### config.mk
export PLATFORM = sky130hd
export DESIGN_NAME = elss_ctrl
export DESIGN_NICKNAME = d
export VERILOG_FILES = /design/src/hw/rtl/elss_pkg.sv /design/src/hw/rtl/elss_ctrl.sv
export SDC_FILE = /design/constraint.sdc
export NUM_CORES = 1
export LEC_CHECK = 0
export BUFFER_PORTS_ARGS = -buffer_cell sky130_fd_sc_hd__buf_4
export CAP_MARGIN = 20
export CORE_AREA = 3 3 40 42
export CTS_CLUSTER_DIAMETER = 100
export DETAILED_ROUTE_END_ITERATION = 8
export DIE_AREA = 0 0 43 45
export HOLD_SLACK_MARGIN = 0.02
export PLACE_DENSITY = 0.73
export RECOVER_POWER = 25
export REMOVE_ABC_BUFFERS = 1
export SLEW_MARGIN = 20
export SYNTH_ARGS = -nofsm -noshare
export SYNTH_HDL_FRONTEND = slang
export SYNTH_SLANG_ARGS = --single-unit
export TNS_END_PERCENT = 10
### constraint.sdc
create_clock -name clk -period 1.6 [get_ports clk]
set_input_delay 0 -clock clk [delete_from_list [all_inputs] [get_ports clk]]
set_output_delay 0 -clock clk [all_outputs]
set_load 0.02 [all_outputs]
### src/hw/rtl/elss_pkg.sv
`timescale 1ns / 1ps

package elss_pkg;

    localparam int REQ_W    = 2;
    localparam int STATUS_W = 2;
    localparam int PORT_V_W = 8;
    localparam int WEIGHT_W = 32;
    localparam int POS_W    = 8;
    localparam int LEN_W    = 9;

    localparam logic [REQ_W-1:0] REQ_APPEND = 2'd0;
    localparam logic [REQ_W-1:0] REQ_SORT   = 2'd1;
    localparam logic [REQ_W-1:0] REQ_READ   = 2'd2;
    localparam logic [REQ_W-1:0] REQ_REMOVE = 2'd3;

    localparam logic [STATUS_W-1:0] STS_OK    = 2'd0;
    localparam logic [STATUS_W-1:0] STS_EMPTY = 2'd1;
    localparam logic [STATUS_W-1:0] STS_FULL  = 2'd2;

    typedef struct packed {
        logic                do_append;
        logic                do_remove;
        logic                start_sort;
        logic                rd_pos;
        logic                rd_first;
        logic                rd_scan;
        logic                load_min;
        logic                cmp_min;
        logic                wr_first;
        logic                wr_min;
        logic                next_pass;
        logic                out_load;
        logic [STATUS_W-1:0] res_status;
        logic                res_data;
    } elss_cmd_t;

    typedef struct packed {
        logic empty;
        logic full;
        logic lt_two;
        logic scan_more;
        logic pass_more;
        logic min_moved;
        logic out_free;
    } elss_stat_t;

endpackage

### src/hw/rtl/elss_ctrl.sv
`timescale 1ns / 1ps

module elss_ctrl
    import elss_pkg::*;
(
    input  logic             clk,
    input  logic             rst_n,
    input  logic             req_valid,
    input  logic [REQ_W-1:0] req_type,
    output logic             req_ready,
    input  elss_stat_t       stat,
    output elss_cmd_t        cmd
);

    localparam logic [2:0] S_IDLE  = 3'd0;
    localparam logic [2:0] S_RESP  = 3'd1;
    localparam logic [2:0] S_FIRST = 3'd2;
    localparam logic [2:0] S_LOAD  = 3'd3;
    localparam logic [2:0] S_SCAN  = 3'd4;
    localparam logic [2:0] S_SWAP1 = 3'd5;
    localparam logic [2:0] S_SWAP2 = 3'd6;
    localparam logic [2:0] S_NEXT  = 3'd7;

    logic [2:0]          state_reg;
    logic [2:0]          state_next;
    logic [STATUS_W-1:0] res_status_reg;
    logic [STATUS_W-1:0] res_status_next;
    logic                res_data_reg;
    logic                res_data_next;

    assign req_ready = (state_reg == S_IDLE);

    always_comb
    begin
        state_next      = state_reg;
        res_status_next = res_status_reg;
        res_data_next   = res_data_reg;
        cmd             = '0;
        cmd.res_status  = res_status_reg;
        cmd.res_data    = res_data_reg;
        unique case (state_reg)
            S_IDLE:
            begin
                if (req_valid)
                begin
                    res_status_next = STS_OK;
                    res_data_next   = 1'b0;
                    state_next      = S_RESP;
                    unique case (req_type)
                        REQ_APPEND:
                        begin
                            if (stat.full)
                                res_status_next = STS_FULL;
                            else
                                cmd.do_append = 1'b1;
                        end
                        REQ_SORT:
                        begin
                            if (!stat.lt_two)
                            begin
                                cmd.start_sort = 1'b1;
                                state_next     = S_FIRST;
                            end
                        end
                        REQ_READ:
                        begin
                            if (stat.empty)
                                res_status_next = STS_EMPTY;
                            else
                            begin
                                cmd.rd_pos    = 1'b1;
                                res_data_next = 1'b1;
                            end
                        end
                        REQ_REMOVE:
                        begin
                            if (stat.empty)
                                res_status_next = STS_EMPTY;
                            else
                                cmd.do_remove = 1'b1;
                        end
                    endcase
                end
            end
            S_RESP:
            begin
                if (stat.out_free)
                begin
                    cmd.out_load = 1'b1;
                    state_next   = S_IDLE;
                end
            end
            S_FIRST:
            begin
                cmd.rd_first = 1'b1;
                state_next   = S_LOAD;
            end
            S_LOAD:
            begin
                cmd.load_min = 1'b1;
                cmd.rd_scan  = 1'b1;
                state_next   = S_SCAN;
            end
            S_SCAN:
            begin
                cmd.cmp_min = 1'b1;
                if (stat.scan_more)
                    cmd.rd_scan = 1'b1;
                else
                    state_next = S_SWAP1;
            end
            S_SWAP1:
            begin
                if (stat.min_moved)
                begin
                    cmd.wr_first = 1'b1;
                    state_next   = S_SWAP2;
                end
                else
                    state_next = S_NEXT;
            end
            S_SWAP2:
            begin
                cmd.wr_min = 1'b1;
                state_next = S_NEXT;
            end
            S_NEXT:
            begin
                cmd.next_pass = 1'b1;
                if (stat.pass_more)
                    state_next = S_FIRST;
                else
                    state_next = S_RESP;
            end
            default:
            begin
                state_next = S_IDLE;
            end
        endcase
    end

    always_ff @(posedge clk or negedge rst_n)
    begin
        if (!rst_n)
        begin
            state_reg      <= S_IDLE;
            res_status_reg <= STS_OK;
            res_data_reg   <= 1'b0;
        end
        else
        begin
            state_reg      <= state_next;
            res_status_reg <= res_status_next;
            res_data_reg   <= res_data_next;
        end
    end

endmodule

# == Word-level counts from Yosys, hierarchy flattened ==
# Cells that the tools add are included.
# W data, S select, Z words.
# classes
muxes,31
reduce_logical,5
n_eq_ne,13
# ops
op,count
$pmux W3 S8,1
$mux W1,19
$eq A3 B3 Y1 const B,4
$mux W3,3
$mux W2,4
$mux W4,2
$eq A3 B2 Y1 const B,2
$ne A2 B2 Y1 const B,3
$eq A2 B2 Y1 const B,2
$pmux W2 S2,1
$eq A3 B1 Y1 const B,1
$logic_not A3 Y1,1
$reduce_and A3 Y1,1
$eq A2 B1 Y1 const B,1
$logic_not A2 Y1,1
$pmux W1 S2,1
$reduce_and A2 Y1,1
$reduce_or A2 Y1,1
# word_totals
in_bits,12
word_cells,52
out_inout_bits,16
reg_bits,6

# == Logic depth before layout (Yosys ltp) ==
# logic_depth
ltp_word,4
mapped_depth,4
ltp_nobuf,3

# == Least setup slack after synthesis ==
# No wires, ideal clock.
# synth_path
path_type,reg-to-output
start,reg state_reg[2]
end,out cmd[12] (netlist bit)
slack_ns,-0.054
required_ns,1.600
path_buffers,1
path_stages_with_launch,4
t_arrival_ns,1.654
cell_sequence,dfrtp_1 or4b_4 buf_6 nor4_1
# synth_rtl
element,line,text
from (decl),elss_ctrl.sv:24,logic [2:0] state_reg;
from (signal assigned),elss_ctrl.sv:152,state_reg <= state_next;
to (decl),elss_ctrl.sv:12,output elss_cmd_t cmd

==> impl_metrics.env <==
export IMPL_status="finished, violations left"
export IMPL_violations="negative setup slack"
export IMPL_cp_max_fo=10
export IMPL_hold_viol=0
export IMPL_fin_nets=94
export IMPL_start_util=0.343
export IMPL_hp_class="input port to register"
export IMPL_arrival_ps=1640
export IMPL_crit_type="register to output port"
export IMPL_grt_setup_unrepaired="true"
export IMPL_synth_cell_type_count=27
export IMPL_rows=13
export IMPL_port_buffers=27
export IMPL_die_h_um=45
export IMPL_worst_slack_ps=-44.6
export IMPL_dpl_hpwl_um=936
export IMPL_holdWs_ps=42.9
export IMPL_clkTransAtPathRegs_ps=40
export IMPL_setup_viol=3
export IMPL_vias_per_cell=5.14
export IMPL_critical_path_required_ps=1600
export IMPL_yosysWarningCount=0
export IMPL_drc_errors=0
export IMPL_cp_end_kind="output port"
export IMPL_worstMarginPinSlew_ps=385
export IMPL_h_tree_depth=1
export IMPL_switching_share=0.444
export IMPL_pwr_share_comb=0.643
export IMPL_fin_crit_ps=1640
export IMPL_grt_pass1_wl_mm=2.05
export IMPL_area_growth_syn_to_layout_pct=60.5
export IMPL_drive_above_1_share=0.488
export IMPL_numCtsBuffers=3
export IMPL_highest_layer="met3"
export IMPL_ant_nets=0
export IMPL_p_per_area_mw_per_mm2=1700
export IMPL_met2_length_um=581
export IMPL_fmax_ghz=0.608
export IMPL_largest_reg_flops=3
export IMPL_drt_pass1_iter_count=4
export IMPL_fin_crit_sh=1.03
export IMPL_fin_tns_setup_ps=-103
export IMPL_cts_tree="done"
export IMPL_power_switching_uw=535
export IMPL_cp_start_kind="register"
export IMPL_diodes=0
export IMPL_grt_overflow_total=0
export IMPL_io_pins=28
export IMPL_antenna_found_initial=0
export IMPL_fin_cells=95
export IMPL_p_int_uw=670
export IMPL_die_w_um=43
export IMPL_syn_mean_instance_area_um2=8.81
export IMPL_ir_drop_v=0.000885
export IMPL_numClockSinks=6
export IMPL_first_global_vias=492
export IMPL_design_die_area_mm2=0.00194
export IMPL_multi_input_area_um2=260
export IMPL_wl_met1_um=460
export IMPL_synth_ff_latch_count=6
export IMPL_final_cell_area_um2=707
export IMPL_final_util=0.550
export IMPL_syn_inst=50
export IMPL_wire_per_inst_um=12.6
export IMPL_yosysSeqAreaShare=0.341
export IMPL_met3_length_um=157
export IMPL_dpl_cell_area_um2=651
export IMPL_grt_max_degree=12
export IMPL_p_leak_uw=0.000349
export IMPL_gp_congestion=0.822
export IMPL_relSlewSlack=0.743
export IMPL_core_mm2=0.00128
export IMPL_clock_power_share=0.110
export IMPL_wirelength_mm=1.20
export IMPL_clockBufferDepth=2
export IMPL_numPlacedInstances=90
export IMPL_drt_iter0_drc=6
export IMPL_grt_usage=0.142
export IMPL_sequentialPowerShare=0.247
export IMPL_insertion_delay_ps=240
export IMPL_fin_skew_ps=1.36
export IMPL_seqCellArea_um2=151
export IMPL_cts_root_buf="clkbuf_4"
export IMPL_vias=488
export IMPL_drv_cap=0
export IMPL_fillers=131
export IMPL_drv_slew=0
export IMPL_syn_area_um2=440
==> cells in the mapped netlist <==
cell | instances | area (µm²)
dfrtp_1 | 6 | 150
nand2_1 | 5 | 18.8
inv_1 | 4 | 15.0
nor2_1 | 4 | 15.0
buf_2 | 3 | 15.0
nor3_1 | 3 | 15.0
nor4_1 | 3 | 18.8
a21o_1 | 2 | 15.0
o21ai_1 | 2 | 10.0
a2111oi_1 | 1 | 10.0
a211oi_1 | 1 | 7.51
and4_1 | 1 | 8.76
buf_4 | 1 | 7.51
buf_6 | 1 | 11.3
nand2b_1 | 1 | 6.26
nand3_1 | 1 | 5.00
nor2b_1 | 1 | 6.26
nor4_4 | 1 | 21.3
nor4b_1 | 1 | 8.76
o21ai_0 | 1 | 5.00
o21ba_1 | 1 | 10.0
o311ai_0 | 1 | 8.76
o31ai_1 | 1 | 7.51
or4b_1 | 1 | 10.0
or4b_4 | 1 | 13.8
or4bb_1 | 1 | 11.3
xnor2_1 | 1 | 8.76
==> worst max-delay path: stages (launching register included) <==
cell and delay, ps:
dfrtp_2 450, or4b_4 560, nor4_4 200, buf_4 190
==> final timing paths <==
check	to	slack (ps)	depth (start not counted)	from
worst max-delay path	cmd[11]	-40	3	state_reg[2]
worst min-delay path	res_status_reg[0]	40	3	stat[6]
worst max register to register	res_data_reg	120	3	state_reg[2]
worst min register to register	res_status_reg[1]	490	2	res_status_reg[1]
max in group asynchronous	state_reg[2]	1200	2	rst_n
min in group asynchronous	state_reg[1]	160	2	rst_n
==> stage by stage <==
stage	power, µW	setup slack, ps
floorplan	729	-113
global placement	1050	141
detailed placement	1060	54.1
CTS	1220	-58.4
global route	1320	-135
finish	1200	-44.6
==> power groups by stage <==
| stage | combinational (µW) | sequential (µW) | clock (µW) |
|---|---|---|---|
| final | 775 | 297 | 132 |
| after global routing | 852 | 310 | 155 |
| after CTS | 780 | 301 | 140 |
| after detailed placement | 763 | 300 | 0 |
| after global placement | 757 | 295 | 0 |
| after floorplan | 372 | 357 | 0 |
==> routing by layer <==
layer  up-vias  global-route usage
li1        244                   -
met1       217               0.154
met2        27               0.246
met3         0              0.0956
met4         0                   0
met5         -                   0
==> layout by cell type (no fill, tap or decap), types with 2 or more instances in the layout <==
cell type,n
nor4_2,3
nor3_1,3
buf_4,30
o21ai_1,2
a21o_1,2
nor2_1,4
nand2_1,5
inv_1,4
dfrtp_1,5
clkbuf_4,3
==> timing repair <==
action / 4_1_cts / 5_1_grt
buffers inserted: 1 / 0
pin swaps: 1 / 0
gates resized for setup: 3 / 1
hold buffers: 1 / 0
endpoints found under the hold margin: 6 / 0
setup endpoints to repair: 4 / 4
==> area by class of cell <==
type,count,share of cell area
well taps,15,0.0265
inverters,4,0.0212
clock buffers,3,0.0319
repair buffers,32,0.338
flip-flops and latches,6,0.214
multi-input cells,35,0.368
==> cells by family after synthesis <==
group / after synthesis / synth area share
AO/OA/AOI/OAI: 10 / 0.168
XOR/XNOR: 1 / 0.0199
buffers and inverters: 9 / 0.111
flip-flops: 6 / 0.341
AND/OR/NAND/NOR: 24 / 0.361
Power figures use the tool's default switching activity.
